**src/sv/ctt_pkg.sv**
```systemverilog
package ctt_pkg;

    localparam int unsigned QUEUE_DEPTH = 4;
    localparam logic [31:0] COUNT_MAX = 32'hFFFF_FFFF;

    localparam logic [7:0] CH_NUL    = 8'h00;
    localparam logic [7:0] CH_TAB    = 8'h09;
    localparam logic [7:0] CH_LF     = 8'h0A;
    localparam logic [7:0] CH_CR     = 8'h0D;
    localparam logic [7:0] CH_SPACE  = 8'h20;
    localparam logic [7:0] CH_BANG   = 8'h21;
    localparam logic [7:0] CH_QUOTE  = 8'h22;
    localparam logic [7:0] CH_PLUS   = 8'h2B;
    localparam logic [7:0] CH_COMMA  = 8'h2C;
    localparam logic [7:0] CH_MINUS  = 8'h2D;
    localparam logic [7:0] CH_DOT    = 8'h2E;
    localparam logic [7:0] CH_SLASH  = 8'h2F;
    localparam logic [7:0] CH_ZERO   = 8'h30;
    localparam logic [7:0] CH_NINE   = 8'h39;
    localparam logic [7:0] CH_COLON  = 8'h3A;
    localparam logic [7:0] CH_EQUALS = 8'h3D;
    localparam logic [7:0] CH_UP_A   = 8'h41;
    localparam logic [7:0] CH_UP_E   = 8'h45;
    localparam logic [7:0] CH_UP_Z   = 8'h5A;
    localparam logic [7:0] CH_LBRACK = 8'h5B;
    localparam logic [7:0] CH_BSLASH = 8'h5C;
    localparam logic [7:0] CH_RBRACK = 8'h5D;
    localparam logic [7:0] CH_UNDER  = 8'h5F;
    localparam logic [7:0] CH_LO_A   = 8'h61;
    localparam logic [7:0] CH_LO_E   = 8'h65;
    localparam logic [7:0] CH_LO_Z   = 8'h7A;
    localparam logic [7:0] CH_LBRACE = 8'h7B;
    localparam logic [7:0] CH_RBRACE = 8'h7D;

    typedef enum logic [3:0] {
        KIND_END       = 4'd0,
        KIND_NUMBER    = 4'd1,
        KIND_STRING    = 4'd2,
        KIND_NAME      = 4'd3,
        KIND_EQUALS    = 4'd4,
        KIND_COLON     = 4'd5,
        KIND_COMMA     = 4'd6,
        KIND_BANG      = 4'd7,
        KIND_NODEBEGIN = 4'd8,
        KIND_NODEEND   = 4'd9,
        KIND_VECBEGIN  = 4'd10,
        KIND_VECEND    = 4'd11,
        KIND_INVALID   = 4'd12
    } kind_t;

    typedef enum logic [3:0] {
        MODE_IDLE       = 4'd0,
        MODE_SLASH      = 4'd1,
        MODE_COMMENT    = 4'd2,
        MODE_NUMBER     = 4'd3,
        MODE_STR_START  = 4'd4,
        MODE_STR        = 4'd5,
        MODE_ESC_START  = 4'd6,
        MODE_ESC        = 4'd7,
        MODE_NAME       = 4'd8,
        MODE_NODE_START = 4'd9,
        MODE_NODE       = 4'd10,
        MODE_INVALID    = 4'd11
    } mode_t;

    typedef struct packed {
        kind_t       kind;
        logic        has_char;
        logic [7:0]  char_out;
        logic        first;
        logic        last;
        logic [31:0] end_offset;
        logic        slash_error;
    } result_t;

    typedef struct packed {
        logic    two;
        result_t res0;
        result_t res1;
    } entry_t;

endpackage

```
**src/sv/config_text_tokenizer.sv**
```systemverilog
// Streaming tokenizer for a bracketed configuration text: one text byte per
// transaction in, token results out (at most one text byte per result,
// first/last marks, closing results with the byte offset, lone-slash error
// flags, end token on a zero byte). The front end classifies a byte and updates
// the scan mode and the saturating byte counter together, so it takes one byte
// every cycle while the result queue (QueueDepth entries) has room. A byte
// yields zero, one or two results; the output register sends one result per
// cycle while m_ready is high; the second result of a byte that closes a token
// and opens or ends another waits in a pending register.
module config_text_tokenizer #(
    parameter int unsigned QueueDepth = ctt_pkg::QUEUE_DEPTH
) (
    input  logic        aclk,
    input  logic        aresetn,
    input  logic        s_valid,
    output logic        s_ready,
    input  logic [7:0]  s_text_byte,
    output logic        m_valid,
    input  logic        m_ready,
    output logic [3:0]  m_token_kind,
    output logic        m_has_char,
    output logic [7:0]  m_char_out,
    output logic        m_token_first,
    output logic        m_token_last,
    output logic [31:0] m_end_offset,
    output logic        m_slash_error
);

    logic             q_push;
    logic             q_ready;
    ctt_pkg::entry_t  q_entry;
    logic             q_pop;
    logic             head_valid;
    ctt_pkg::entry_t  head_entry;
    ctt_pkg::result_t m_result;

    ctt_front u_front (
        .aclk        (aclk),
        .aresetn     (aresetn),
        .s_valid     (s_valid),
        .s_ready     (s_ready),
        .s_text_byte (s_text_byte),
        .q_push      (q_push),
        .q_entry     (q_entry),
        .q_ready     (q_ready)
    );

    ctt_queue #(
        .Depth (QueueDepth)
    ) u_queue (
        .aclk       (aclk),
        .aresetn    (aresetn),
        .push       (q_push),
        .push_entry (q_entry),
        .push_ready (q_ready),
        .pop        (q_pop),
        .head_valid (head_valid),
        .head_entry (head_entry)
    );

    ctt_back u_back (
        .aclk       (aclk),
        .aresetn    (aresetn),
        .head_valid (head_valid),
        .head_entry (head_entry),
        .pop        (q_pop),
        .m_valid    (m_valid),
        .m_ready    (m_ready),
        .m_result   (m_result)
    );

    assign m_token_kind  = m_result.kind;
    assign m_has_char    = m_result.has_char;
    assign m_char_out    = m_result.char_out;
    assign m_token_first = m_result.first;
    assign m_token_last  = m_result.last;
    assign m_end_offset  = m_result.end_offset;
    assign m_slash_error = m_result.slash_error;

    a_end_marks: assert property (@(posedge aclk) disable iff (!aresetn)
        m_valid && (m_token_kind == ctt_pkg::KIND_END) |->
            m_token_first && m_token_last && !m_has_char)
        else $error("end token without both marks");

    a_slash_flag: assert property (@(posedge aclk) disable iff (!aresetn)
        m_valid && m_slash_error |->
            (m_token_kind == ctt_pkg::KIND_INVALID) && !m_has_char &&
            !m_token_first && !m_token_last)
        else $error("malformed slash error result");

    a_char_zero: assert property (@(posedge aclk) disable iff (!aresetn)
        m_valid && !m_has_char |-> (m_char_out == 8'd0))
        else $error("char_out set without has_char");

    a_offset_zero: assert property (@(posedge aclk) disable iff (!aresetn)
        m_valid && !m_token_last && !m_slash_error |-> (m_end_offset == 32'd0))
        else $error("offset on a result that does not end a token");

endmodule

```
**src/sv/ctt_front.sv**
```systemverilog
module ctt_front (
    input  logic              aclk,
    input  logic              aresetn,
    input  logic              s_valid,
    output logic              s_ready,
    input  logic [7:0]        s_text_byte,
    output logic              q_push,
    output ctt_pkg::entry_t   q_entry,
    input  logic              q_ready
);

    ctt_pkg::mode_t   mode_reg, mode_next;
    logic [31:0]      count_reg, count_next;
    logic [31:0]      cnt_inc;
    logic             accept;
    logic [7:0]       b;

    ctt_pkg::mode_t   idle_mode;
    logic [31:0]      idle_count;
    logic             idle_valid;
    ctt_pkg::result_t idle_res;

    logic             pre_valid;
    ctt_pkg::result_t pre_res;
    logic             use_idle;
    logic             first;

    function automatic logic is_digit(input logic [7:0] c);
        return (c >= ctt_pkg::CH_ZERO) && (c <= ctt_pkg::CH_NINE);
    endfunction

    function automatic logic is_letter(input logic [7:0] c);
        return ((c >= ctt_pkg::CH_LO_A) && (c <= ctt_pkg::CH_LO_Z)) ||
               ((c >= ctt_pkg::CH_UP_A) && (c <= ctt_pkg::CH_UP_Z));
    endfunction

    function automatic logic is_space(input logic [7:0] c);
        return (c == ctt_pkg::CH_SPACE) || (c == ctt_pkg::CH_TAB) ||
               (c == ctt_pkg::CH_CR) || (c == ctt_pkg::CH_LF);
    endfunction

    function automatic logic is_name_char(input logic [7:0] c);
        return is_letter(c) || is_digit(c) || (c == ctt_pkg::CH_MINUS) ||
               (c == ctt_pkg::CH_UNDER);
    endfunction

    function automatic logic is_number_char(input logic [7:0] c);
        return is_digit(c) || (c == ctt_pkg::CH_DOT) || (c == ctt_pkg::CH_LO_E) ||
               (c == ctt_pkg::CH_UP_E) || (c == ctt_pkg::CH_PLUS) ||
               (c == ctt_pkg::CH_MINUS);
    endfunction

    function automatic logic ends_invalid(input logic [7:0] c);
        return (c == ctt_pkg::CH_NUL) || is_space(c) || (c == ctt_pkg::CH_LBRACK) ||
               (c == ctt_pkg::CH_RBRACK) || (c == ctt_pkg::CH_EQUALS) ||
               (c == ctt_pkg::CH_COLON) || (c == ctt_pkg::CH_COMMA);
    endfunction

    function automatic logic is_single(input logic [7:0] c);
        return (c == ctt_pkg::CH_EQUALS) || (c == ctt_pkg::CH_COLON) ||
               (c == ctt_pkg::CH_COMMA) || (c == ctt_pkg::CH_BANG) ||
               (c == ctt_pkg::CH_RBRACK) || (c == ctt_pkg::CH_LBRACE) ||
               (c == ctt_pkg::CH_RBRACE);
    endfunction

    function automatic ctt_pkg::kind_t single_kind(input logic [7:0] c);
        ctt_pkg::kind_t k;
        case (c)
            ctt_pkg::CH_EQUALS: k = ctt_pkg::KIND_EQUALS;
            ctt_pkg::CH_COLON:  k = ctt_pkg::KIND_COLON;
            ctt_pkg::CH_COMMA:  k = ctt_pkg::KIND_COMMA;
            ctt_pkg::CH_BANG:   k = ctt_pkg::KIND_BANG;
            ctt_pkg::CH_RBRACK: k = ctt_pkg::KIND_NODEEND;
            ctt_pkg::CH_LBRACE: k = ctt_pkg::KIND_VECBEGIN;
            ctt_pkg::CH_RBRACE: k = ctt_pkg::KIND_VECEND;
            default:            k = ctt_pkg::KIND_INVALID;
        endcase
        return k;
    endfunction

    function automatic ctt_pkg::result_t text_res(input ctt_pkg::kind_t k,
                                                  input logic [7:0] c, input logic f);
        ctt_pkg::result_t r;
        r = '0;
        r.kind     = k;
        r.has_char = 1'b1;
        r.char_out = c;
        r.first    = f;
        return r;
    endfunction

    function automatic ctt_pkg::result_t close_res(input ctt_pkg::kind_t k, input logic f,
                                                   input logic [31:0] off);
        ctt_pkg::result_t r;
        r = '0;
        r.kind       = k;
        r.first      = f;
        r.last       = 1'b1;
        r.end_offset = off;
        return r;
    endfunction

    function automatic ctt_pkg::result_t error_res(input logic [31:0] off);
        ctt_pkg::result_t r;
        r = '0;
        r.kind        = ctt_pkg::KIND_INVALID;
        r.end_offset  = off;
        r.slash_error = 1'b1;
        return r;
    endfunction

    assign b       = s_text_byte;
    assign s_ready = q_ready;
    assign accept  = s_valid && q_ready;
    assign cnt_inc = (count_reg == ctt_pkg::COUNT_MAX) ? count_reg : count_reg + 32'd1;
    assign first   = (mode_reg == ctt_pkg::MODE_NODE_START) ||
                     (mode_reg == ctt_pkg::MODE_STR_START) ||
                     (mode_reg == ctt_pkg::MODE_ESC_START);

    always_comb begin
        idle_mode  = ctt_pkg::MODE_IDLE;
        idle_count = cnt_inc;
        idle_valid = 1'b0;
        idle_res   = '0;
        if (b == ctt_pkg::CH_NUL) begin
            idle_count = '0;
            idle_valid = 1'b1;
            idle_res   = close_res(ctt_pkg::KIND_END, 1'b1, count_reg);
        end else if (is_space(b)) begin
            idle_mode = ctt_pkg::MODE_IDLE;
        end else if (b == ctt_pkg::CH_SLASH) begin
            idle_mode = ctt_pkg::MODE_SLASH;
        end else if (is_digit(b)) begin
            idle_mode  = ctt_pkg::MODE_NUMBER;
            idle_valid = 1'b1;
            idle_res   = text_res(ctt_pkg::KIND_NUMBER, b, 1'b1);
        end else if (b == ctt_pkg::CH_QUOTE) begin
            idle_mode = ctt_pkg::MODE_STR_START;
        end else if (is_letter(b)) begin
            idle_mode  = ctt_pkg::MODE_NAME;
            idle_valid = 1'b1;
            idle_res   = text_res(ctt_pkg::KIND_NAME, b, 1'b1);
        end else if (b == ctt_pkg::CH_LBRACK) begin
            idle_mode = ctt_pkg::MODE_NODE_START;
        end else if (is_single(b)) begin
            idle_valid = 1'b1;
            idle_res   = text_res(single_kind(b), b, 1'b1);
            idle_res.last       = 1'b1;
            idle_res.end_offset = cnt_inc;
        end else begin
            idle_mode  = ctt_pkg::MODE_INVALID;
            idle_valid = 1'b1;
            idle_res   = text_res(ctt_pkg::KIND_INVALID, b, 1'b1);
        end
    end

    always_comb begin
        mode_next  = mode_reg;
        count_next = count_reg;
        if (accept) begin
            mode_next  = idle_mode;
            count_next = idle_count;
            case (mode_reg)
                ctt_pkg::MODE_SLASH: begin
                    if (b == ctt_pkg::CH_SLASH) begin
                        mode_next  = ctt_pkg::MODE_COMMENT;
                        count_next = cnt_inc;
                    end else if (b != ctt_pkg::CH_NUL) begin
                        mode_next  = ctt_pkg::MODE_IDLE;
                        count_next = cnt_inc;
                    end
                end
                ctt_pkg::MODE_COMMENT: begin
                    if (b != ctt_pkg::CH_NUL) begin
                        count_next = cnt_inc;
                        mode_next  = (b == ctt_pkg::CH_LF) ? ctt_pkg::MODE_IDLE
                                                           : ctt_pkg::MODE_COMMENT;
                    end
                end
                ctt_pkg::MODE_NUMBER: begin
                    if (is_number_char(b)) begin
                        mode_next  = ctt_pkg::MODE_NUMBER;
                        count_next = cnt_inc;
                    end
                end
                ctt_pkg::MODE_NAME: begin
                    if (is_name_char(b)) begin
                        mode_next  = ctt_pkg::MODE_NAME;
                        count_next = cnt_inc;
                    end
                end
                ctt_pkg::MODE_NODE_START, ctt_pkg::MODE_NODE: begin
                    if (is_name_char(b)) begin
                        mode_next  = ctt_pkg::MODE_NODE;
                        count_next = cnt_inc;
                    end
                end
                ctt_pkg::MODE_INVALID: begin
                    if (!ends_invalid(b)) begin
                        mode_next  = ctt_pkg::MODE_INVALID;
                        count_next = cnt_inc;
                    end
                end
                ctt_pkg::MODE_STR_START, ctt_pkg::MODE_STR: begin
                    if (b != ctt_pkg::CH_NUL) begin
                        count_next = cnt_inc;
                        if (b == ctt_pkg::CH_QUOTE) begin
                            mode_next = ctt_pkg::MODE_IDLE;
                        end else if (b == ctt_pkg::CH_BSLASH) begin
                            mode_next = first ? ctt_pkg::MODE_ESC_START : ctt_pkg::MODE_ESC;
                        end else begin
                            mode_next = ctt_pkg::MODE_STR;
                        end
                    end
                end
                ctt_pkg::MODE_ESC_START, ctt_pkg::MODE_ESC: begin
                    if (b != ctt_pkg::CH_NUL) begin
                        mode_next  = ctt_pkg::MODE_STR;
                        count_next = cnt_inc;
                    end
                end
                default: begin
                    mode_next  = idle_mode;
                    count_next = idle_count;
                end
            endcase
        end
    end

    always_comb begin
        pre_valid = 1'b0;
        pre_res   = '0;
        use_idle  = 1'b0;
        case (mode_reg)
            ctt_pkg::MODE_SLASH: begin
                if (b == ctt_pkg::CH_NUL) begin
                    pre_valid = 1'b1;
                    pre_res   = error_res(count_reg);
                    use_idle  = 1'b1;
                end else if (b != ctt_pkg::CH_SLASH) begin
                    pre_valid = 1'b1;
                    pre_res   = error_res(cnt_inc);
                end
            end
            ctt_pkg::MODE_COMMENT: begin
                use_idle = (b == ctt_pkg::CH_NUL);
            end
            ctt_pkg::MODE_NUMBER: begin
                pre_valid = 1'b1;
                if (is_number_char(b)) begin
                    pre_res = text_res(ctt_pkg::KIND_NUMBER, b, 1'b0);
                end else begin
                    pre_res  = close_res(ctt_pkg::KIND_NUMBER, 1'b0, count_reg);
                    use_idle = 1'b1;
                end
            end
            ctt_pkg::MODE_NAME: begin
                pre_valid = 1'b1;
                if (is_name_char(b)) begin
                    pre_res = text_res(ctt_pkg::KIND_NAME, b, 1'b0);
                end else begin
                    pre_res  = close_res(ctt_pkg::KIND_NAME, 1'b0, count_reg);
                    use_idle = 1'b1;
                end
            end
            ctt_pkg::MODE_NODE_START, ctt_pkg::MODE_NODE: begin
                pre_valid = 1'b1;
                if (is_name_char(b)) begin
                    pre_res = text_res(ctt_pkg::KIND_NODEBEGIN, b, first);
                end else begin
                    pre_res  = close_res(ctt_pkg::KIND_NODEBEGIN, first, count_reg);
                    use_idle = 1'b1;
                end
            end
            ctt_pkg::MODE_INVALID: begin
                pre_valid = 1'b1;
                if (ends_invalid(b)) begin
                    pre_res  = close_res(ctt_pkg::KIND_INVALID, 1'b0, count_reg);
                    use_idle = 1'b1;
                end else begin
                    pre_res = text_res(ctt_pkg::KIND_INVALID, b, 1'b0);
                end
            end
            ctt_pkg::MODE_STR_START, ctt_pkg::MODE_STR: begin
                if (b == ctt_pkg::CH_NUL) begin
                    pre_valid = 1'b1;
                    pre_res   = close_res(ctt_pkg::KIND_STRING, first, count_reg);
                    use_idle  = 1'b1;
                end else if (b == ctt_pkg::CH_QUOTE) begin
                    pre_valid = 1'b1;
                    pre_res   = close_res(ctt_pkg::KIND_STRING, first, cnt_inc);
                end else if (b != ctt_pkg::CH_BSLASH) begin
                    pre_valid = 1'b1;
                    pre_res   = text_res(ctt_pkg::KIND_STRING, b, first);
                end
            end
            ctt_pkg::MODE_ESC_START, ctt_pkg::MODE_ESC: begin
                pre_valid = 1'b1;
                if (b == ctt_pkg::CH_NUL) begin
                    pre_res  = close_res(ctt_pkg::KIND_STRING, first, count_reg);
                    use_idle = 1'b1;
                end else begin
                    pre_res = text_res(ctt_pkg::KIND_STRING, b, first);
                end
            end
            default: begin
                use_idle = 1'b1;
            end
        endcase
    end

    always_comb begin
        q_entry = '0;
        if (pre_valid) begin
            q_entry.res0 = pre_res;
            q_entry.res1 = idle_res;
            q_entry.two  = use_idle && idle_valid;
        end else begin
            q_entry.res0 = idle_res;
        end
        q_push = accept && (pre_valid || (use_idle && idle_valid));
    end

    always_ff @(posedge aclk) begin
        if (!aresetn) begin
            mode_reg  <= ctt_pkg::MODE_IDLE;
            count_reg <= '0;
        end else begin
            mode_reg  <= mode_next;
            count_reg <= count_next;
        end
    end

endmodule

```
**src/sv/ctt_queue.sv**
```systemverilog
module ctt_queue #(
    parameter int unsigned Depth = ctt_pkg::QUEUE_DEPTH
) (
    input  logic            aclk,
    input  logic            aresetn,
    input  logic            push,
    input  ctt_pkg::entry_t push_entry,
    output logic            push_ready,
    input  logic            pop,
    output logic            head_valid,
    output ctt_pkg::entry_t head_entry
);

    localparam int unsigned PtrW = (Depth > 1) ? $clog2(Depth) : 1;
    localparam int unsigned CntW = $clog2(Depth + 1);
    localparam logic [PtrW-1:0] LastPtr = PtrW'(Depth - 1);
    localparam logic [CntW-1:0] FullCnt = CntW'(Depth);

    ctt_pkg::entry_t  slots [Depth];
    logic [PtrW-1:0]  wr_ptr_reg, wr_ptr_next;
    logic [PtrW-1:0]  rd_ptr_reg, rd_ptr_next;
    logic [CntW-1:0]  fill_reg, fill_next;
    logic             do_push, do_pop;

    assign push_ready = (fill_reg != FullCnt);
    assign head_valid = (fill_reg != '0);
    assign head_entry = slots[rd_ptr_reg];
    assign do_push    = push && push_ready;
    assign do_pop     = pop && head_valid;

    always_comb begin
        wr_ptr_next = wr_ptr_reg;
        rd_ptr_next = rd_ptr_reg;
        fill_next   = fill_reg;
        if (do_push) begin
            wr_ptr_next = (wr_ptr_reg == LastPtr) ? '0 : wr_ptr_reg + 1'b1;
        end
        if (do_pop) begin
            rd_ptr_next = (rd_ptr_reg == LastPtr) ? '0 : rd_ptr_reg + 1'b1;
        end
        if (do_push && !do_pop) begin
            fill_next = fill_reg + 1'b1;
        end else if (do_pop && !do_push) begin
            fill_next = fill_reg - 1'b1;
        end
    end

    always_ff @(posedge aclk) begin
        if (do_push) begin
            slots[wr_ptr_reg] <= push_entry;
        end
    end

    always_ff @(posedge aclk) begin
        if (!aresetn) begin
            wr_ptr_reg <= '0;
            rd_ptr_reg <= '0;
            fill_reg   <= '0;
        end else begin
            wr_ptr_reg <= wr_ptr_next;
            rd_ptr_reg <= rd_ptr_next;
            fill_reg   <= fill_next;
        end
    end

endmodule

```
**src/sv/ctt_back.sv**
```systemverilog
module ctt_back (
    input  logic             aclk,
    input  logic             aresetn,
    input  logic             head_valid,
    input  ctt_pkg::entry_t  head_entry,
    output logic             pop,
    output logic             m_valid,
    input  logic             m_ready,
    output ctt_pkg::result_t m_result
);

    logic             out_valid_reg, out_valid_next;
    ctt_pkg::result_t out_res_reg, out_res_next;
    logic             pend_valid_reg, pend_valid_next;
    ctt_pkg::result_t pend_res_reg, pend_res_next;
    logic             load;

    assign load     = !out_valid_reg || m_ready;
    assign pop      = load && !pend_valid_reg && head_valid;
    assign m_valid  = out_valid_reg;
    assign m_result = out_res_reg;

    always_comb begin
        out_valid_next  = out_valid_reg;
        out_res_next    = out_res_reg;
        pend_valid_next = pend_valid_reg;
        pend_res_next   = pend_res_reg;
        if (load) begin
            if (pend_valid_reg) begin
                out_valid_next  = 1'b1;
                out_res_next    = pend_res_reg;
                pend_valid_next = 1'b0;
            end else if (head_valid) begin
                out_valid_next  = 1'b1;
                out_res_next    = head_entry.res0;
                pend_valid_next = head_entry.two;
                pend_res_next   = head_entry.res1;
            end else begin
                out_valid_next = 1'b0;
            end
        end
    end

    always_ff @(posedge aclk) begin
        out_res_reg  <= out_res_next;
        pend_res_reg <= pend_res_next;
    end

    always_ff @(posedge aclk) begin
        if (!aresetn) begin
            out_valid_reg  <= 1'b0;
            pend_valid_reg <= 1'b0;
        end else begin
            out_valid_reg  <= out_valid_next;
            pend_valid_reg <= pend_valid_next;
        end
    end

endmodule

```
**config.mk**
```make
export PLATFORM = sky130hd
export DESIGN_NAME = config_text_tokenizer
export DESIGN_NICKNAME = d
export VERILOG_FILES = /design/src/sv/ctt_pkg.sv /design/src/sv/config_text_tokenizer.sv /design/src/sv/ctt_front.sv /design/src/sv/ctt_queue.sv /design/src/sv/ctt_back.sv
export SDC_FILE = /design/constraint.sdc
export NUM_CORES = 1
export LEC_CHECK = 0
export BUFFER_PORTS_ARGS = -buffer_cell sky130_fd_sc_hd__buf_2
export CORE_MARGIN = 2
export CORE_UTILIZATION = 60
export CTS_CLUSTER_DIAMETER = 80
export DETAILED_ROUTE_END_ITERATION = 6
export PLACE_DENSITY = 0.8
export SETUP_SLACK_MARGIN = 0.5
export SYNTH_ARGS = -nofsm -noshare
export SYNTH_HDL_FRONTEND = slang
export SYNTH_SLANG_ARGS = --single-unit
```
**constraint.sdc**
```tcl
create_clock -name aclk -period 11.9 [get_ports aclk]
set_clock_uncertainty 0.05 [all_clocks]
set_input_delay 3.57 -clock aclk [delete_from_list [all_inputs] [get_ports aclk]]
set_output_delay 3.57 -clock aclk [all_outputs]
set_load 0.05 [all_outputs]
```
# Yosys cells after proc, flatten, opt, wreduce, memory -nomap -nowiden
# Memory sizes are Yosys's and may differ from the RTL's. A register that Yosys moved wholly into a read port is not among the register bits.
# Cells that the tools add are included.
dict set report totals {
  memories 1
  inputBits 12
  romBits 0
  output_inout_bits 50
  word_cells 215
  ramBits 388
  latchBits 0
  reg_bits 141
}
# memory words word_bits rd rd_clocked_by_memory_dff wr line
set memory_table {}
lappend memory_table {u_queue.slots 4 97 1 1 1 ctt_queue.sv:19} ;# ctt_pkg::entry_t slots [Depth];
dict set report op_classes {
  n_eq_ne 38
  order_cmp 6
  shifts 0
  bitwise_logic 1
  n_reduce_logical 58
  multipliers 0
  muxes 85
  add_sub_neg 5
  div_mod_pow 0
}
# cell count
set op_table {}
lappend op_table {{two-way mux 48 bit} 16}
lappend op_table {{case mux 48 bit (7 select lines)} 1}
lappend op_table {{two-way mux 32 bit} 7}
lappend op_table {{two-way mux 44 bit} 5}
lappend op_table {{case mux 32 bit (5 select lines)} 1}
lappend op_table {{== test 8 x 6 -> 1 bit, second input constant} 10}
lappend op_table {{two-way mux 4 bit} 19}
lappend op_table {{== test 8 x 7 -> 1 bit, second input constant} 8}
lappend op_table {{two-way mux 46 bit} 1}
lappend op_table {{adder 32 x 1 -> 32 bit, second input constant} 1}
lappend op_table {{== test 32 bit, second input constant} 1}
lappend op_table {{case mux 4 bit (8 select lines)} 1}
lappend op_table {{logical OR 1 bit} 28}
lappend op_table {{case mux 4 bit (7 select lines)} 1}
lappend op_table {{== test 8 x 4 -> 1 bit, second input constant} 3}
lappend op_table {{two-way mux 1 bit} 24}
lappend op_table {{== test 4 x 3 -> 1 bit, second input constant} 4}
lappend op_table {{== test 4 bit, second input constant} 4}
lappend op_table {{greater-or-equal comparator 8 x 7 -> 1 bit, second input constant} 2}
lappend op_table {{<= comparator 8 x 7 -> 1 bit, second input constant} 2}
lappend op_table {{logical AND 1 bit} 12}
lappend op_table {{two-way mux 2 bit} 5}
lappend op_table {{OR reduction 5 bit} 2}
lappend op_table {{== test 4 x 2 -> 1 bit, second input constant} 2}
lappend op_table {{other kinds (24)} 33}

# Longest topological paths before layout
# Gate-level depths: netlist (run 1).
dict set report logic_depth {
  word_depth 20
  mapped_depth 15
  mapped_depth_nobuf 12
}

# Cells and area by module
# From an unflattened synthesis (run 1), not the netlist that was laid out.
dict set report hier_totals {
  cells_unflattened 1463
  hier_area_um2 23083.4
}
# mod area_each_um2 cells_each n_inst seq_area_each_um2
set modules_own_cells {}
lappend modules_own_cells {ctt_queue 14455.1 558 1 11831.3}
lappend modules_own_cells {ctt_front 4872.2 744 1 720.7}
lappend modules_own_cells {ctt_back 3756.1 161 1 2922.8}

# Least setup slack after synthesis (run 1)
# Ideal clock, no wire load.
dict set report synth_path {
  path_type {input to register}
  start {input m_ready}
  end {register u_queue.fill_reg[2]}
  setup_slack_ps 3175
  arrival_time_ps 8605
  setup_time_ps 70
  required_ps 11780
  n_path_buf 0
  cell_stages 9
  cell_sequence {nor2b_1 > nor3_1 > inv_1 > ha_1 > inv_1 > fa_1 > xor2_1 > or3_1 > a21oi_1}
}
dict set report synth_between {
  elab_chain_cells 7
  word_cells_on_any_way 9
  classes_between {mux (1); reduce/logical (8)}
}
# item line
set synth_lines {}
lappend synth_lines {{from (decl)} config_text_tokenizer.sv:19} ;# input logic m_ready,
lappend synth_lines {{logical OR 1 bit *} ctt_back.sv:18} ;# assign load = !out_valid_reg || m_ready;
lappend synth_lines {{logical AND 1 bit * (2 in series)} ctt_back.sv:19} ;# assign pop = load && !pend_valid_reg && head_valid;
lappend synth_lines {{named net q_pop} config_text_tokenizer.sv:32} ;# logic q_pop;
lappend synth_lines {{logical AND 1 bit *} ctt_queue.sv:29} ;# assign do_pop = pop && head_valid;
lappend synth_lines {{zero test 1 bit} ctt_queue.sv:41} ;# if (do_push && !do_pop) begin
lappend synth_lines {{logical AND 1 bit} ctt_queue.sv:41}
lappend synth_lines {{two-way mux 3 bit or nonzero test 2 bit (tied branches)} n/a}
lappend synth_lines {{to (signal assigned)} ctt_queue.sv:62} ;# fill_reg <= fill_next;
lappend synth_lines {{to (decl)} ctt_queue.sv:22} ;# logic [CntW-1:0] fill_reg, fill_next;
# The timed path passes the listed nets; every way through them passes the cells marked *.
# A chain may end at the register's enable or synchronous reset.

# Final worst setup path (run 1)
dict set report layout_path {
  start {input s_text_byte[1]}
  end {memory u_queue.slots[2][23] in the netlist's numbering, enable pin}
}
dict set report layout_between {
  elab_chain_cells 18
  word_cells_on_any_way 71
  classes_between {order compare (6); eq/ne (19); mux (20); reduce/logical (26)}
}
# item line
set layout_lines {}
lappend layout_lines {{from (decl)} config_text_tokenizer.sv:17} ;# input logic [7:0] s_text_byte,
lappend layout_lines {{parallel branches: the longest is 13 deep, another holds greater-or-equal comparator 8 x 7 -> 1 bit} n/a}
lappend layout_lines {{logical OR 1 bit *} ctt_front.sv:321} ;# q_push = accept && (pre_valid || (use_idle && idle_valid));
lappend layout_lines {{logical AND 1 bit *} ctt_front.sv:321}
lappend layout_lines {{logical AND 1 bit *} ctt_queue.sv:28} ;# assign do_push = push && push_ready;
lappend layout_lines {{named net u_queue.do_push} ctt_queue.sv:23} ;# logic do_push, do_pop;
lappend layout_lines {{two-way mux 1 bit *} ctt_queue.sv:49} ;# if (do_push) begin
lappend layout_lines {{two-way mux 1 bit (implied by the code) *} ctt_queue.sv:50} ;# slots[wr_ptr_reg] <= push_entry;
lappend layout_lines {{to (decl)} ctt_queue.sv:19}
# Mark *: on every way through the listed nets, which the timed path passes.

==> implementation parameters, run 1 <==
Parameter                              Value

GRT
  Via count of the first global-routing pass    12912
  Total GRT Usage    between 20% and 30%
  Pin count of the biggest net entering global routing    67
  Global-route wire length before repair    around 74000 um
  Initial antenna violation count    1
  Global-route congestion overflow total    0

Timing
  Number of endpoints with negative hold slack in the final report    0
  Post-route minimum period    about 7300 ps
  Finish-stage setup viols    0
  Maximum achievable frequency    between 100 and 150 MHz
  Max-Slew Margin vs Limit    23.0%
  Transition time of the tightest slew-check pin    ~1100 ps
  Fraction of the cycle the final worst path needs    61.3%
  Setup Total Neg Slack    0 ps
  Max-slew violation count    0
  Setup repair after global routing missed its margin    no

Power
  PD cells    between 200 and 250 nW/um^2
  Largest vdd supply drop    approximately 0.35 mV
  Static Leakage    8.17 nW

Routing
  Final antenna-violating net count    0
  Average routed wire per standard cell    ~24 um
  Final Routed Wirelength    roughly 48000 um
  Initial DRT Pass Iterations    6
  Remaining design rule violation count    0
  Via density    between 6 and 7
  Via count    between 10000 and 15000
  Detailed Route Iter0 Violations    between 1500 and 2000

Outcome
  Result of the run    finished clean

Final layout
  Antenna diode instance count    0
  Final cell area excluding filler cells    24800 um^2
  Area Overhead vs Synth    9.96%
  Final Net Count    1506
  Share of cells above drive strength 1    around a fifth
  Fillers    roughly 2400
  Flip-flop count of the largest register after layout    between 300 and 400

Yosys
  Share of Yosys cell area claimed by the top area cell type    between 60% and 70%
  Instance count of the mapped netlist    1454
  Share of the yosys chip area belonging to registers    between 60 and 70%
  Post-synthesis area per instance    ~15 um^2
  Cell taking the most area after synthesis    sky130_fd_sc_hd__edfxtp_1
  Net count of the mapped netlist    1474
  Share of synthesized registers carrying an async set or reset    0%
  Yosys synthesis warning count    0
  Top flip-flop cell by instance count after synthesis    sky130_fd_sc_hd__edfxtp_1
  Netlist area before placement    22500 um^2
  Post-synth EDFFs    479
  Total of flip-flops plus latches after synthesis    526
  Largest cells by area after synthesis    sky130_fd_sc_hd__edfxtp_1 (64%), sky130_fd_sc_hd__mux4_2 (9.6%), sky130_fd_sc_hd__dfxtp_1 (4.2%), sky130_fd_sc_hd__mux2_2 (2.4%), sky130_fd_sc_hd__a21oi_1 (1.7%)
  Distinct cell type count after synthesis    85

Floorplan
  Number of rows created at floorplan    70
  Effective utilization at floorplan    around 61%
  Count of boundary I/O pins    a little over 60
  Die Outline Area    between 30000 and 40000 um^2
  Height of the chip    198 um
  X dimension of the die    198 um
  Placeable Area    36800 um^2

CTS
  Clk_lat worst skew    580 ps
  Clock transition at path regs    60 ps
  Quantity of gates resized following cts    0
  Inserted Clock Buffers    50
  Library cell used as clock root buffer    sky130_fd_sc_hd__clkbuf_16
  Post-CTS Hold Fix Bufs    0
  Post-CTS Setup Bufs    0
  Num Clock Sinks    roughly 530
  TritonCTS clock tree    yes
  Clock Path Buffers    3
  Level count of the clock H-tree    2

Run
  Max-cap violations    0

Setup path
  Critical Path AT    between 7000 and 8000 ps
  Worst setup EP type    flop
  Setup Crit Path Kind    in2reg
  Startpoint types    input pin
  Maximum fanout along the worst path    66
  Data required time of the critical path    about 12000 ps

Place
  Total cell area at the placement stage    around 23000 um^2
  Final HPWL from detailed placement    between 20000 and 30000 um
  I/O Buffers    between 60 and 70
  Placer's final routability congestion estimate    slightly above 0.9

Hold path
  Worst hold path type    reg2reg
metal layers:
metal  wire length (um)  global-route usage [%]
met1              20100                    36.3
met5                 12                       0
met4               1270                    7.41
met3               3900                    3.85
met2              22700                    40.4
where the power goes:
part           internal, mW  switching (mW)  total [mW]
registers              2.54           0.127        2.67
logic                 0.580            1.06        1.64
clock network         0.894           0.656        1.55
worst paths after layout:
path	startpoint	to	slack, ps	depth (start not counted)
setup / recovery	s_text_byte[1]	u_queue.slots[2][23]	4600	9
hold / removal	u_queue.wr_ptr_reg[1]	u_queue.wr_ptr_reg[1]	460	2
setup reg to reg	u_front.mode_reg[2]	u_queue.slots[2][23]	7550	7
hold reg to reg	u_queue.wr_ptr_reg[1]	u_queue.wr_ptr_reg[1]	460	2
area by class of cell:
class / count / area (um^2) / share of cell area [%]
Multi-Input combinational cell: 807 / 6730 / 27.2
Tap cell: 468 / 586 / 2.36
Sequential cell: 526 / 15300 / 61.9
Inverter: 22 / 82.6 / 0.333
Clock buffer: 62 / 1320 / 5.32
Clock inverter: 31 / 279 / 1.13
Timing Repair Buffer: 79 / 440 / 1.78
worst max-delay path, stage by stage:
cell and delay, ps:
sky130_fd_sc_hd__buf_2 260, sky130_fd_sc_hd__or4_4 590, sky130_fd_sc_hd__nor3_4 130, sky130_fd_sc_hd__buf_4 460
sky130_fd_sc_hd__o311a_1 260, sky130_fd_sc_hd__nand3_1 100, sky130_fd_sc_hd__a21oi_2 500, sky130_fd_sc_hd__and2_4 580
sky130_fd_sc_hd__buf_4 870
through the flow:
step                      setup slack, ps  instances  total power, mW  util [%]  hold slack [ps]
after floorplan                      3180       1454             3.92         -              418
after global placement               4120       1902             4.32      63.0              433
after detailed placement             4050       1902             4.35      63.0              454
after CTS                            4630       1995             5.91      67.3              465
after global routing                 4430       1995             6.09      67.3              505
final                                4600       1995             5.86      67.3              460
layout by cell type, fill, tap and decap left out, types with 44 or more instances in the layout:
master,count
sky130_fd_sc_hd__edfxtp_1,479
sky130_fd_sc_hd__mux4_2,96
sky130_fd_sc_hd__nor2_1,92
sky130_fd_sc_hd__a21oi_1,76
sky130_fd_sc_hd__nand2_1,69
sky130_fd_sc_hd__buf_2,61
sky130_fd_sc_hd__clkbuf_16,51
sky130_fd_sc_hd__mux2_2,48
sky130_fd_sc_hd__o21ai_0,48
sky130_fd_sc_hd__dfxtp_1,44
Yosys cell counts (8+ instances only):
cell type,n
sky130_fd_sc_hd__edfxtp_1,479
sky130_fd_sc_hd__mux4_2,96
sky130_fd_sc_hd__nor2_1,93
sky130_fd_sc_hd__a21oi_1,76
sky130_fd_sc_hd__nand2_1,69
sky130_fd_sc_hd__clkbuf_1,58
sky130_fd_sc_hd__o21ai_0,49
sky130_fd_sc_hd__mux2_2,48
sky130_fd_sc_hd__dfxtp_1,47
sky130_fd_sc_hd__or3_1,36
sky130_fd_sc_hd__nand3_1,35
sky130_fd_sc_hd__nor3_1,33
sky130_fd_sc_hd__buf_2,24
sky130_fd_sc_hd__inv_1,22
sky130_fd_sc_hd__nand4_1,21
sky130_fd_sc_hd__and2_1,19
sky130_fd_sc_hd__and3_1,19
sky130_fd_sc_hd__xor2_1,16
sky130_fd_sc_hd__nor2b_1,15
sky130_fd_sc_hd__buf_1,13
sky130_fd_sc_hd__o21ai_1,13
sky130_fd_sc_hd__a31oi_1,12
sky130_fd_sc_hd__mux2i_1,12
sky130_fd_sc_hd__xnor2_1,12
sky130_fd_sc_hd__a21o_1,9
sky130_fd_sc_hd__and4_1,8
logic make-up after synthesis:
logic type / count (synthesis) / share of synthesized area, %
flops: 526 / 68.0
simple gates: 394 / 9.48
compound gates: 221 / 6.15
mux: 156 / 12.5
buf+inv: 121 / 2.25
xor+xnor: 28 / 1.09
fa+ha+maj: 8 / 0.478
(Power assumes the default switching activity.)
==> run 2: changes to the inputs <==
Settings changed: CORE_UTILIZATION 60 to 56, PLACE_DENSITY 0.8 to 0.79.
Clock period 11.9 ns to 5.9 ns, I/O delays scaled along.
==> run 2 against run 1 <==
Routed wire length increased by 2.4%. Global-route usage decreased by 0.98 points. Worst setup slack got worse by 3500 ps. Combinational power increased by 100%. Sequential cell count unchanged. Die area increased by 7.0%. Register-to-register slack got worse by 5100 ps. Final cell count increased by 3.3%. Critical path type unchanged. Critical endpoint is now u_queue.fill_reg[2].
==> implementation parameters, run 2 (synthesis gave the netlist of run 1 again) <==
Parameter                              Value

Hold path
  Hold path cells    2 (unchanged)
  Launch point of the worst hold path    u_queue.wr_ptr_reg[1]
  Worst hold path type    reg2reg
  Destination of the worst hold path    u_queue.wr_ptr_reg[1]

Final layout
  Share of cells above drive strength 1    21.3% (about the same)
  Antenna diode instance count    0 (unchanged)
  Area Overhead vs Synth    10.7%
  Flip-flop count of the largest register after layout    384 (unchanged)
  Post-Layout Cell Count    2060 (+3.3%)
  Fillers    2727 (+12%)
  Most frequent standard cell in the layout excluding fill and tap cells    sky130_fd_sc_hd__edfxtp_1
  Most frequent cells in the layout    sky130_fd_sc_hd__edfxtp_1 (479), sky130_fd_sc_hd__mux4_2 (96), sky130_fd_sc_hd__nor2_1 (92)
  Post-layout utilization of the core    62.8% (-4.6 points)
  Final Net Count    1518 (+0.80%)

CTS
  Post-CTS Setup Bufs    0 (unchanged)
  Inserted Clock Buffers    50 (unchanged)
  Num Clock Sinks    526 (unchanged)
  Clock transition at path regs    60 ps (about the same)
  Library cell used as clock root buffer    sky130_fd_sc_hd__clkbuf_16
  Post-CTS Hold Fix Bufs    0 (unchanged)
  Level count of the clock H-tree    2 (unchanged)
  Clock Path Buffers    3 (unchanged)
  Clk_lat worst skew    580 ps (about the same)
  Quantity of gates resized following cts    0 (unchanged)
  TritonCTS clock tree    yes

Setup path
  R2r setup slk    2480 ps (-5070 ps)
  CP peak stage delay    540 ps (-330 ps)
  Worst setup EP type    flop
  Setup Crit Path Kind    in2reg
  Worst-path cell chain    buf_2, and2_0, nand4_1, nand3_1, a221oi_1, nand3_1, a21oi_2, ha_1, inv_1, fa_1, xor2_1, or3_1, a21oi_1
  CP max stage cell    sky130_fd_sc_hd__a221oi_1
  Critical Path AT    5260 ps (-2170 ps)
  Maximum fanout along the worst path    24 (-64%)
  Worst reg-to-reg path cell count    11 (+4)
  CP delay by family, top    simple AND/OR/NAND/NOR gates
  Destination of the worst register-to-register timing path    u_queue.fill_reg[2]
  R2r startpoint    u_front.mode_reg[2]
  Most numerous cell on the critical path    sky130_fd_sc_hd__nand3_1
  Startpoint types    input pin
  Worst path bufs/invs    2 (-1)
  Data required time of the critical path    6350 ps (-5680 ps)

Routing
  Final Routed Wirelength    49200 um (+2.4%)
  Initial DRT Pass Iterations    6 (unchanged)
  Detailed Route Iter0 Violations    1469 (-16%)
  Remaining design rule violation count    0 (unchanged)
  Average routed wire per standard cell    23.9 um (-0.81%)
  Via density    6.40 (-2.0%)
  Via count    13192 (+1.2%)
  Final antenna-violating net count    0 (unchanged)

Power
  Total Power    11.7 mW (+100%)
  PD cells    471 nW/um^2 (+99%)
  Static Leakage    8.20 nW (+0.40%)
  Largest vdd supply drop    0.264 mV (-25%)

Timing
  Fraction of the cycle the final worst path needs    81.6%
  Number of endpoints with negative hold slack in the final report    0 (unchanged)
  Transition time of the tightest slew-check pin    1030 ps (-118 ps)
  Setup Total Neg Slack    0 ps (unchanged)
  Post-route minimum period    ~4800 ps
  Max-Slew Margin vs Limit    31.5% (+8.5 points)
  Max-slew violation count    0 (unchanged)
  Setup repair after global routing missed its margin    no
  Finish-stage setup viols    0 (unchanged)
  Maximum achievable frequency    just over 200 MHz

Floorplan
  X dimension of the die    205 um (+3.4%)
  Count of boundary I/O pins    62 (unchanged)
  Height of the chip    205 um (+3.4%)
  Number of rows created at floorplan    73 (+4.3%)
  Placeable Area    39700 um^2 (+8.0%)
  Die Outline Area    41800 um^2 (+7.0%)
  Effective utilization at floorplan    56.7% (-4.5 points)

Place
  Placer's final routability congestion estimate    0.859 (-5.0%)
  I/O Buffers    61 (unchanged)
  Final HPWL from detailed placement    29100 um (+2.7%)
  Placed Instances    1971 (+3.6%)

Outcome
  Result of the run    finished clean

GRT
  Global-route congestion overflow total    0 (unchanged)
  Initial antenna violation count    1 (unchanged)
  Global-route wire length before repair    76700 um (+3.4%)
  Via count of the first global-routing pass    13222 (+2.4%)
  Total GRT Usage    24.2% (-0.98 points)
  Pin count of the biggest net entering global routing    65 (-3.0%)

Run
  Max-cap violations    0 (unchanged)
run 2: changes by cell type in the layout (fill, tap and decap cells not counted), moves of 2 or more:
cell / before / now
sky130_fd_sc_hd__buf_4: 18 / 22
sky130_fd_sc_hd__clkbuf_1: 11 / 22
sky130_fd_sc_hd__clkbuf_16: 51 / 53
sky130_fd_sc_hd__clkinv_1: 13 / 8
sky130_fd_sc_hd__bufinv_16: 5 / 1
sky130_fd_sc_hd__inv_6: 2 / 0
sky130_fd_sc_hd__clkinv_2: 8 / 4
sky130_fd_sc_hd__buf_12: 0 / 8
sky130_fd_sc_hd__clkinvlp_4: 3 / 1
run 2: layout make-up:
| class | count | area [um^2] | area share, % |
|---|---|---|---|
| well taps | 525 | 657 | 2.63 |
| clock buffers | 75 | 1410 | 5.65 |
| multi-input cells | 807 | 6730 | 27.0 |
| repair buffers | 91 | 631 | 2.53 |
| clock inverters | 14 | 87.6 | 0.351 |
| inverters | 22 | 82.6 | 0.331 |
| flip-flops and latches | 526 | 15300 | 61.5 |
run 2: worst max path at each step:
stage	startpoint	to	slack, ps	cells past startpoint
after floorplan	m_ready	u_queue.fill_reg[2]	640	9
after global placement	s_text_byte[3]	u_queue.fill_reg[2]	710	13
after detailed placement	s_text_byte[3]	u_queue.fill_reg[2]	540	13
after CTS	s_text_byte[3]	u_queue.fill_reg[2]	1140	13
after global routing	s_text_byte[3]	u_queue.fill_reg[2]	810	13
final	s_text_byte[3]	u_queue.fill_reg[2]	1080	13
run 2: routing by layer:
metal,wire length [um],part of all wire (%),GRT usage [%]
met5,0,0,0
met4,961,2.0,7.12
met3,4140,8.4,3.75
met2,23300,47,38.5
met1,20700,42,34.9
run 2: stage by stage:
stage	hold slack (ps)	setup WS [ps]	instance area [um^2]
CTS	456	1140	24900
finish	452	1080	24900
global route	498	808	24900
global placement	439	709	23400
detailed placement	448	544	23400
floorplan	418	635	22500
run 2: worst min-delay path: stages (launching register included):
cell and delay, ps:
sky130_fd_sc_hd__dfxtp_1 340, sky130_fd_sc_hd__nand2_1 60, sky130_fd_sc_hd__mux2i_1 50
run 2: where the power goes:
| part | switching, mW | total (mW) | internal (mW) |
|---|---|---|---|
| Sequential | 0.344 | 5.46 | 5.12 |
| Clock | 1.29 | 2.98 | 1.68 |
| Combinational | 2.08 | 3.29 | 1.21 |
